[src/hw/rtl/tcw_pkg.sv]
package tcw_pkg;

   localparam int unsigned COL_W  = 7;
   localparam int unsigned ROW_W  = 8;
   localparam int unsigned ADDR_W = 15;
   localparam int unsigned VAL_W  = 16;
   localparam int unsigned CHAR_W = 8;
   localparam int unsigned ATTR_W = 8;

   localparam logic [CHAR_W-1:0] CHAR_CR = 8'd13;
   localparam logic [CHAR_W-1:0] CHAR_LF = 8'd10;

   localparam logic [7:0] REG_CURSOR_HI = 8'h0e;
   localparam logic [7:0] REG_CURSOR_LO = 8'h0f;
   localparam logic [7:0] REG_START_HI  = 8'h0c;
   localparam logic [7:0] REG_START_LO  = 8'h0d;

   localparam logic [ADDR_W-1:0] PORT_INDEX = 15'h3d4;
   localparam logic [ADDR_W-1:0] PORT_DATA  = 15'h3d5;

   localparam logic KIND_CELL = 1'b0;
   localparam logic KIND_PORT = 1'b1;

   localparam logic [ATTR_W-1:0] ATTR_RESET = 8'h07;

   // one classified character, as handed from front to back
   typedef struct packed {
      logic              has_cell;
      logic [ADDR_W-1:0] cell_idx;
      logic [VAL_W-1:0]  cell_val;
      logic [ADDR_W-1:0] cursor_addr;
      logic              scroll;
      logic [ADDR_W-1:0] start_addr;
   } desc_type;

   typedef struct packed {
      logic full;
      logic empty;
   } q_stat_type;

endpackage

[src/hw/rtl/tcw_req_if.sv]
interface tcw_req_if;
   logic       valid;
   logic       ready;
   logic [7:0] char_code;

   modport source (output valid, output char_code, input ready);
   modport sink   (input valid, input char_code, output ready);
endinterface

[src/hw/rtl/tcw_rsp_if.sv]
interface tcw_rsp_if;
   logic        valid;
   logic        ready;
   logic        kind;
   logic [14:0] target;
   logic [15:0] value;
   logic        last;

   modport source (output valid, output kind, output target, output value, output last,
                   input ready);
   modport sink   (input valid, input kind, input target, input value, input last,
                   output ready);
endinterface

[src/hw/rtl/tcw_csr_if.sv]
interface tcw_csr_if;
   logic       valid;
   logic       ready;
   logic [7:0] text_attribute;

   modport source (output valid, output text_attribute, input ready);
   modport sink   (input valid, input text_attribute, output ready);
endinterface

[src/hw/rtl/tcw_front.sv]
module tcw_front #(
   parameter int unsigned COLS_PER_LINE = 80,
   parameter int unsigned VISIBLE_ROWS  = 25
) (
   input  logic                            clock,
   input  logic                            reset,
   tcw_req_if.sink                         req_if,
   input  logic [tcw_pkg::ATTR_W-1:0]      attr,
   input  tcw_pkg::q_stat_type             q_stat,
   output logic                            push,
   output tcw_pkg::desc_type               desc
);

   localparam logic [tcw_pkg::ADDR_W-1:0] COLS_A   = tcw_pkg::ADDR_W'(COLS_PER_LINE);
   localparam logic [tcw_pkg::COL_W-1:0]  COL_LAST = tcw_pkg::COL_W'(COLS_PER_LINE - 1);
   localparam logic [tcw_pkg::ROW_W-1:0]  ROWS_R   = tcw_pkg::ROW_W'(VISIBLE_ROWS);
   localparam logic [tcw_pkg::COL_W-1:0]  COL_ONE  = tcw_pkg::COL_W'(1);
   localparam logic [tcw_pkg::ROW_W-1:0]  ROW_ONE  = tcw_pkg::ROW_W'(1);

   logic [tcw_pkg::COL_W-1:0] col_ff, col_in;
   logic [tcw_pkg::ROW_W-1:0] row_ff, row_in;
   logic [tcw_pkg::ROW_W-1:0] scroll_rows;
   logic                      is_cr, is_lf;

   assign req_if.ready = !q_stat.full;
   assign push         = req_if.valid && !q_stat.full;

   assign is_cr = (req_if.char_code == tcw_pkg::CHAR_CR);
   assign is_lf = (req_if.char_code == tcw_pkg::CHAR_LF);

   always_comb begin
      col_in = col_ff;
      row_in = row_ff;
      if (is_cr) begin
         col_in = '0;
      end else if (is_lf) begin
         row_in = row_ff + ROW_ONE;
      end else if (col_ff < COL_LAST) begin
         col_in = col_ff + COL_ONE;
      end else begin
         col_in = '0;
         row_in = row_ff + ROW_ONE;
      end
   end

   // rows scrolled off the top, valid when the row is past the screen
   assign scroll_rows = row_in - ROWS_R + ROW_ONE;

   always_comb begin
      desc.has_cell    = !is_cr && !is_lf;
      desc.cell_idx    = tcw_pkg::ADDR_W'(row_ff) * COLS_A + tcw_pkg::ADDR_W'(col_ff);
      desc.cell_val    = {attr, req_if.char_code};
      desc.cursor_addr = tcw_pkg::ADDR_W'(row_in) * COLS_A + tcw_pkg::ADDR_W'(col_in);
      desc.scroll      = (row_in >= ROWS_R);
      desc.start_addr  = tcw_pkg::ADDR_W'(scroll_rows) * COLS_A;
   end

   always_ff @(posedge clock) begin
      if (reset) begin
         col_ff <= '0;
         row_ff <= '0;
      end else if (push) begin
         col_ff <= col_in;
         row_ff <= row_in;
      end
   end

endmodule

[src/hw/rtl/tcw_queue.sv]
module tcw_queue (
   input  logic                clock,
   input  logic                reset,
   input  logic                push,
   input  tcw_pkg::desc_type   push_desc,
   input  logic                pop,
   output tcw_pkg::desc_type   head,
   output tcw_pkg::q_stat_type q_stat
);

   tcw_pkg::desc_type entry_ff [2];
   logic              wr_ptr_ff, wr_ptr_in;
   logic              rd_ptr_ff, rd_ptr_in;
   logic [1:0]        count_ff, count_in;

   assign head         = entry_ff[rd_ptr_ff];
   assign q_stat.full  = (count_ff == 2'd2);
   assign q_stat.empty = (count_ff == 2'd0);

   always_comb begin
      wr_ptr_in = push ? !wr_ptr_ff : wr_ptr_ff;
      rd_ptr_in = pop  ? !rd_ptr_ff : rd_ptr_ff;
      count_in  = count_ff + {1'b0, push} - {1'b0, pop};
   end

   always_ff @(posedge clock) begin
      if (reset) begin
         wr_ptr_ff <= 1'b0;
         rd_ptr_ff <= 1'b0;
         count_ff  <= '0;
      end else begin
         wr_ptr_ff <= wr_ptr_in;
         rd_ptr_ff <= rd_ptr_in;
         count_ff  <= count_in;
      end
   end

   always_ff @(posedge clock) begin
      if (push) begin
         entry_ff[wr_ptr_ff] <= push_desc;
      end
   end

endmodule

[src/hw/rtl/tcw_back.sv]
module tcw_back (
   input  logic                clock,
   input  logic                reset,
   input  tcw_pkg::desc_type   head,
   input  tcw_pkg::q_stat_type q_stat,
   output logic                pop,
   tcw_rsp_if.source           rsp_if
);

   localparam logic [3:0] ST_CELL   = 4'd0;
   localparam logic [3:0] ST_CI_IDX = 4'd1;
   localparam logic [3:0] ST_CI_HI  = 4'd2;
   localparam logic [3:0] ST_CL_IDX = 4'd3;
   localparam logic [3:0] ST_CL_LO  = 4'd4;
   localparam logic [3:0] ST_SH_IDX = 4'd5;
   localparam logic [3:0] ST_SH_HI  = 4'd6;
   localparam logic [3:0] ST_SL_IDX = 4'd7;
   localparam logic [3:0] ST_SL_LO  = 4'd8;

   logic [3:0]                 step_ff, step_in, cur_step;
   logic                       valid_ff, valid_in;
   logic                       kind_ff, kind_in;
   logic [tcw_pkg::ADDR_W-1:0] target_ff, target_in;
   logic [tcw_pkg::VAL_W-1:0]  value_ff, value_in;
   logic                       last_ff, last_in;
   logic                       load;

   assign load     = !q_stat.empty && (!valid_ff || rsp_if.ready);
   assign cur_step = (step_ff == ST_CELL && !head.has_cell) ? ST_CI_IDX : step_ff;

   always_comb begin
      kind_in   = tcw_pkg::KIND_PORT;
      target_in = tcw_pkg::PORT_INDEX;
      value_in  = '0;
      last_in   = 1'b0;
      case (cur_step)
         ST_CELL: begin
            kind_in   = tcw_pkg::KIND_CELL;
            target_in = head.cell_idx;
            value_in  = head.cell_val;
         end
         ST_CI_IDX: value_in = tcw_pkg::VAL_W'(tcw_pkg::REG_CURSOR_HI);
         ST_CI_HI: begin
            target_in = tcw_pkg::PORT_DATA;
            value_in  = tcw_pkg::VAL_W'(head.cursor_addr[14:8]);
         end
         ST_CL_IDX: value_in = tcw_pkg::VAL_W'(tcw_pkg::REG_CURSOR_LO);
         ST_CL_LO: begin
            target_in = tcw_pkg::PORT_DATA;
            value_in  = tcw_pkg::VAL_W'(head.cursor_addr[7:0]);
            last_in   = !head.scroll;
         end
         ST_SH_IDX: value_in = tcw_pkg::VAL_W'(tcw_pkg::REG_START_HI);
         ST_SH_HI: begin
            target_in = tcw_pkg::PORT_DATA;
            value_in  = tcw_pkg::VAL_W'(head.start_addr[14:8]);
         end
         ST_SL_IDX: value_in = tcw_pkg::VAL_W'(tcw_pkg::REG_START_LO);
         ST_SL_LO: begin
            target_in = tcw_pkg::PORT_DATA;
            value_in  = tcw_pkg::VAL_W'(head.start_addr[7:0]);
            last_in   = 1'b1;
         end
         default: begin
            last_in = 1'b1;
         end
      endcase
   end

   assign pop     = load && last_in;
   assign step_in = !load ? step_ff : (last_in ? ST_CELL : cur_step + 4'd1);

   always_comb begin
      valid_in = valid_ff;
      if (load) begin
         valid_in = 1'b1;
      end else if (rsp_if.ready) begin
         valid_in = 1'b0;
      end
   end

   always_ff @(posedge clock) begin
      if (reset) begin
         step_ff  <= ST_CELL;
         valid_ff <= 1'b0;
      end else begin
         step_ff  <= step_in;
         valid_ff <= valid_in;
      end
   end

   always_ff @(posedge clock) begin
      if (load) begin
         kind_ff   <= kind_in;
         target_ff <= target_in;
         value_ff  <= value_in;
         last_ff   <= last_in;
      end
   end

   assign rsp_if.valid  = valid_ff;
   assign rsp_if.kind   = kind_ff;
   assign rsp_if.target = target_ff;
   assign rsp_if.value  = value_ff;
   assign rsp_if.last   = last_ff;

endmodule

[src/hw/rtl/text_console_char_writer.sv]
// channel | dir | payload                              | transfer when
// req_if  | in  | char_code[7:0]                       | valid && ready
// rsp_if  | out | kind, target[14:0], value[15:0], last | valid && ready
// csr_if  | in  | text_attribute[7:0]                  | valid && ready (ready always high)
//
// each character gives 4 to 9 results, one per cycle while the receiver holds ready high;
// throughput is set by the result sequencer and its output register
// reset (synchronous, active high) puts the cursor at column 0 row 0, the attribute
// at 7 and empties the two-entry queue
// the front keeps taking characters while the back is stalled, until the queue fills
module text_console_char_writer #(
   parameter int unsigned COLS_PER_LINE = 80,
   parameter int unsigned VISIBLE_ROWS  = 25
) (
   input  logic      clock,
   input  logic      reset,
   tcw_req_if.sink   req_if,
   tcw_rsp_if.source rsp_if,
   tcw_csr_if.sink   csr_if
);

   // attribute register, to be written only while idle; the block itself does not enforce it
   logic [tcw_pkg::ATTR_W-1:0] attr_ff, attr_in;

   // front to queue
   logic                push;
   tcw_pkg::desc_type   push_desc;

   // queue to back
   tcw_pkg::desc_type   head;
   tcw_pkg::q_stat_type q_stat;
   logic                pop;

   assign csr_if.ready = 1'b1;
   assign attr_in      = csr_if.valid ? csr_if.text_attribute : attr_ff;

   always_ff @(posedge clock) begin
      if (reset) begin
         attr_ff <= tcw_pkg::ATTR_RESET;
      end else begin
         attr_ff <= attr_in;
      end
   end

   // front: classify the character, move the cursor, work out the addresses
   tcw_front #(
      .COLS_PER_LINE (COLS_PER_LINE),
      .VISIBLE_ROWS  (VISIBLE_ROWS)
   ) u_front (
      .clock  (clock),
      .reset  (reset),
      .req_if (req_if),
      .attr   (attr_ff),
      .q_stat (q_stat),
      .push   (push),
      .desc   (push_desc)
   );

   // short queue decoupling front from back
   tcw_queue u_queue (
      .clock     (clock),
      .reset     (reset),
      .push      (push),
      .push_desc (push_desc),
      .pop       (pop),
      .head      (head),
      .q_stat    (q_stat)
   );

   // back: step through the cell write and the controller port writes
   tcw_back u_back (
      .clock  (clock),
      .reset  (reset),
      .head   (head),
      .q_stat (q_stat),
      .pop    (pop),
      .rsp_if (rsp_if)
   );

   // a cell write is never the closing result of a character
   a_cell_not_last: assert property (@(posedge clock) disable iff (reset)
      rsp_if.valid && rsp_if.kind == tcw_pkg::KIND_CELL |-> !rsp_if.last)
      else $error("cell write flagged last");

   // controller writes only go to the index or data port
   a_port_target: assert property (@(posedge clock) disable iff (reset)
      rsp_if.valid && rsp_if.kind == tcw_pkg::KIND_PORT |->
         rsp_if.target == tcw_pkg::PORT_INDEX || rsp_if.target == tcw_pkg::PORT_DATA)
      else $error("port write to unknown port");

   // input is held off exactly while the queue is full
   a_ready_full: assert property (@(posedge clock) disable iff (reset)
      req_if.ready == !q_stat.full)
      else $error("input ready disagrees with queue state");

   // a result with last set pulls its entry from the queue in the cycle it is loaded
   a_pop_on_last: assert property (@(posedge clock) disable iff (reset)
      pop |=> rsp_if.valid && rsp_if.last)
      else $error("queue entry released without closing result");

endmodule

[src/flat_wrapper.sv]
// flat-port wrapper written by rule: the top's interface ports become plain ports
module text_console_char_writer_flat 
#(
   parameter int unsigned COLS_PER_LINE = 80,
   parameter int unsigned VISIBLE_ROWS  = 25
)
  (clock, reset, req_if_valid, req_if_char_code, req_if_ready, rsp_if_valid, rsp_if_kind, rsp_if_target, rsp_if_value, rsp_if_last, rsp_if_ready, csr_if_valid, csr_if_text_attribute, csr_if_ready);
  tcw_req_if req_if_i ();
  tcw_rsp_if rsp_if_i ();
  tcw_csr_if csr_if_i ();
  input  logic clock;
  input  logic reset;
  input wire logic [$bits(req_if_i.valid)-1:0] req_if_valid;
  input wire logic [$bits(req_if_i.char_code)-1:0] req_if_char_code;
  output wire logic [$bits(req_if_i.ready)-1:0] req_if_ready;
  output wire logic [$bits(rsp_if_i.valid)-1:0] rsp_if_valid;
  output wire logic [$bits(rsp_if_i.kind)-1:0] rsp_if_kind;
  output wire logic [$bits(rsp_if_i.target)-1:0] rsp_if_target;
  output wire logic [$bits(rsp_if_i.value)-1:0] rsp_if_value;
  output wire logic [$bits(rsp_if_i.last)-1:0] rsp_if_last;
  input wire logic [$bits(rsp_if_i.ready)-1:0] rsp_if_ready;
  input wire logic [$bits(csr_if_i.valid)-1:0] csr_if_valid;
  input wire logic [$bits(csr_if_i.text_attribute)-1:0] csr_if_text_attribute;
  output wire logic [$bits(csr_if_i.ready)-1:0] csr_if_ready;
  assign req_if_i.valid = req_if_valid;
  assign req_if_i.char_code = req_if_char_code;
  assign req_if_ready = req_if_i.ready;
  assign rsp_if_valid = rsp_if_i.valid;
  assign rsp_if_kind = rsp_if_i.kind;
  assign rsp_if_target = rsp_if_i.target;
  assign rsp_if_value = rsp_if_i.value;
  assign rsp_if_last = rsp_if_i.last;
  assign rsp_if_i.ready = rsp_if_ready;
  assign csr_if_i.valid = csr_if_valid;
  assign csr_if_i.text_attribute = csr_if_text_attribute;
  assign csr_if_ready = csr_if_i.ready;
  text_console_char_writer #(.COLS_PER_LINE(COLS_PER_LINE), .VISIBLE_ROWS(VISIBLE_ROWS)) u_core (.clock(clock), .reset(reset), .req_if(req_if_i), .rsp_if(rsp_if_i), .csr_if(csr_if_i));
endmodule
[config.mk]
export PLATFORM = sky130hd
export DESIGN_NAME = text_console_char_writer_flat
export DESIGN_NICKNAME = d
export VERILOG_FILES = /design/src/hw/rtl/tcw_pkg.sv /design/src/hw/rtl/tcw_req_if.sv /design/src/hw/rtl/tcw_rsp_if.sv /design/src/hw/rtl/tcw_csr_if.sv /design/src/hw/rtl/tcw_front.sv /design/src/hw/rtl/tcw_queue.sv /design/src/hw/rtl/tcw_back.sv /design/src/hw/rtl/text_console_char_writer.sv /design/src/flat_wrapper.sv
export SDC_FILE = /design/constraint.sdc
export NUM_CORES = 1
export LEC_CHECK = 0
export CAP_MARGIN = 20
export CORE_MARGIN = 1
export CORE_UTILIZATION = 58
export CTS_CLUSTER_SIZE = 30
export DETAILED_ROUTE_END_ITERATION = 16
export DONT_BUFFER_PORTS = 1
export MAX_ROUTING_LAYER = met4
export PLACE_DENSITY = 0.73
export SLEW_MARGIN = 20
export SYNTH_ARGS = -nofsm -noshare
export SYNTH_HDL_FRONTEND = slang
export SYNTH_HIERARCHICAL = 1
export SYNTH_SLANG_ARGS = --single-unit
[constraint.sdc]
create_clock -name clock -period 4.3 [get_ports clock]
set_input_delay 0.645 -clock clock [delete_from_list [all_inputs] [get_ports clock]]
set_output_delay 0.645 -clock clock [all_outputs]
set_load 0.005 [all_outputs]
==> results.toml <==
[place]
post-place-ws_ps = -74.6
hpwl_um = 12000
place_congestion = 0.845
placed_area_um2 = 10100
io_buffers = 0

[routing]
wl_per_cell_um = 17.8
drt_iter0_drc = 333
viasPerCell = 5.65
dr.pass1.iters = 5
drc_errors = 0
via_count = 5524
routed_wl_um = 17400
detail-route-antenna-nets = 0

[clock_network]
clock_tree.root_cell = "clkbuf_16"
clock_sinks = 192
numCtsBuffers = 17
cts_hold_buf = 0
cts_tree = "yes"
path_clk_slew_ps = 70
htreeDepth = 4
clockBufferDepth = 2
clk_latency_ps = 440

[worst_hold_path]
min_from = "reset"
holdCritPathClass = "input pin to flip-flop"

[cells_and_area]
final_cell_mix = "159 x edfxtp_1, 60 x mux2_4, 50 x nor2_1"
nNetsFinal = 814
drive_above_1_share_pct = 21.5
design_area_um2 = 10700
syn2layout_area_growth_pct = 6.77
diodes = 0
layout_commonest_cell = "edfxtp_1"

[timing]
hold_violations = 0
tightest_slew_ps = 988
period_needed_ps = 4020
finalSetupViolations = 0
rsz0062_at_grt = "false"
fin_crit_sh_pct = 93.5
skew_ps = 9.21
relSlewSlack_pct = 34.0
timing.hold.ws_ps = 264
setup_tns_ps = 0
worst_slack_ps = 281
slew_viol_final = 0
fmax_mhz = 249

[critical_path]
crit_type = "flip-flop to flip-flop"
crit_path_max_fanout = 7
crit_path_start_kind = "flip-flop"
cp-end-kind = "flip-flop"
crit_start = "u_core/u_front/col_ff[3]"
crit_required_ps = 4600
r2r_end = "u_core/u_queue/entry_ff[1][30]"
r2r_cells = 16
crit_end = "u_core/u_queue/entry_ff[1][30]"
r2r_start = "u_core/u_front/col_ff[3]"
rrSetupSlack_ps = 280
arrival_ps = 4320

[floorplanning]
die_x_um = 133
die_area_um2 = 17700
core-area_um2 = 16700
start_util_pct = 59.8
dieHeight_um = 133
ios = 57
rows = 47

[global_route]
grt_usage_pct = 21.1
grt_pass1_vias = 5513
antenna_found_initial = 0
grt_max_degree = 64
grt_pass1_wl_um = 27800
grt-ovfl-total = 0

[pwr]
combPwrFrac_pct = 14.0
power_density_nw_per_um2 = 434
leakagePower_uw = 0.00414
p_seq_share_pct = 53.4
internal_power_uw = 3410
clock_power_share_pct = 32.6
ir_drop_v = 0.000263
switching_share_pct = 26.3
p_sw_uw = 1220

[logic_synthesis]
syn-cell-area_um2 = 9990
yosysUniqueCellTypes = 75
synth.yosys.seq_area_share_pct = 54.4
avgSynthCellArea_um2 = 13.4
yosysWarningCount = 6
synth_edf_count = 159
synthCells = 745
ys_async_sr_fraction_pct = 0
synth-seq-cells = 192
synth_ff_type = "edfxtp_1"

[job]
max_cap_violations = 0

[run_status]
outcome = "completed"
==> layer usage <==
metal  share of wire, %  GRT usage, %
met1                 44          25.1
met2                 51          35.5
met3                3.7          4.15
met4                1.8          7.89
met5                  0             -
==> worst max-delay path, stage by stage (launching register included) <==
cell	delay, ps
dfxtp_1	460
nand4_1	250
a21oi_4	280
a211oi_4	100
or3_1	420
nor2_1	140
xnor2_1	160
inv_1	100
ha_1	290
ha_1	310
o21ai_0	80
o21bai_1	90
a21oi_1	230
xnor2_1	180
nand4_1	170
or4_1	500
nand3_1	120
==> area by class of cell <==
cell class	instances	area, µm²
sequential	192	5440
clock inverter	15	153
fill	1220	6040
timing repair buffer	36	270
multi-input combinational	462	3960
clock buffer	17	425
tap	220	275
inverter	35	131
==> stage by stage <==
step                total power [µW]  util, %  std cells
global route                    4800     63.8        977
floorplan                       3000        -        748
detailed placement              3160     60.3        945
finish                          4620     63.8        977
CTS                             4660     63.8        977
global placement                3130     60.3        945
==> how the worst min path moves through the flow <==
stage | end | cells after the start
6_report | flip-flop | 1
5_1_grt | flip-flop | 1
4_1_cts | flip-flop | 1
3_5_place_dp | u_core/u_queue/entry_ff[1][41] | 0
3_3_place_gp | u_core/u_queue/entry_ff[0][41] | 0
2_1_floorplan | u_core/attr_ff[3] | 2
==> cells in the mapped netlist (all sizes together), types with 4 or more instances <==
master	n	area [µm²]
o21ai	9	45.0
mux2i	6	60.1
nand3	12	60.1
nor3	6	35.0
clkbuf	11	42.5
xor2	24	218
o21bai	7	52.6
nor2b	13	86.3
buf	48	444
dfxtp	33	661
a21o	6	45.0
or4	4	33.8
nor3b	5	48.8
nand4	4	31.3
ha	44	551
mux2	69	1000
nor2	51	191
edfxtp	159	4770
a211oi	7	65.1
a21oi	28	151
inv	35	131
nand2	37	139
nand2b	12	75.1
fa	5	100
and2	20	128
a211o	5	45.0
xnor2	34	305
or3	4	25.0
nor4	5	52.6
a22o	4	35.0
==> power groups by stage <==
| stage | Clock [µW] | Sequential [µW] | Combinational, µW |
|---|---|---|---|
| after detailed placement | 0 | 2510 | 646 |
| after floorplan | 0 | 2460 | 535 |
| final | 1510 | 2470 | 649 |
| after global placement | 0 | 2500 | 630 |
| after CTS | 1530 | 2470 | 653 |
| after global routing | 1590 | 2490 | 711 |
==> sequential cells by signal (all words and copies together), names as in the netlist, 2 cells and up, named ones only <==
register	cells
u_core/u_back/rsp_if.target	15
u_core/u_back/rsp_if.value	16
u_core/u_queue/entry_ff	126
u_core/u_queue/count_ff	2
u_core/u_back/step_ff	4
u_core/u_front/col_ff	7
u_core/u_front/row_ff	8
u_core/attr_ff	8
==> cell families after synthesis <==
| logic type | count (synthesis) | synth area share (%) |
|---|---|---|
| AO/OA/AOI/OAI | 88 | 6.48 |
| XOR/XNOR | 59 | 5.46 |
| adder cells (fa/ha/maj) | 49 | 6.52 |
| buffers and inverters | 94 | 6.19 |
| flip-flops | 192 | 54.4 |
| multiplexers | 75 | 10.6 |
| other | 2 | 0.0752 |
| AND/OR/NAND/NOR | 186 | 10.2 |
==> repair_timing <==
action                                  CTS  global route
resized for setup                         0             4
endpoints found under the setup margin    0             2
buffers inserted                          0             0
No activity file was read; power rests on OpenSTA's default activity.
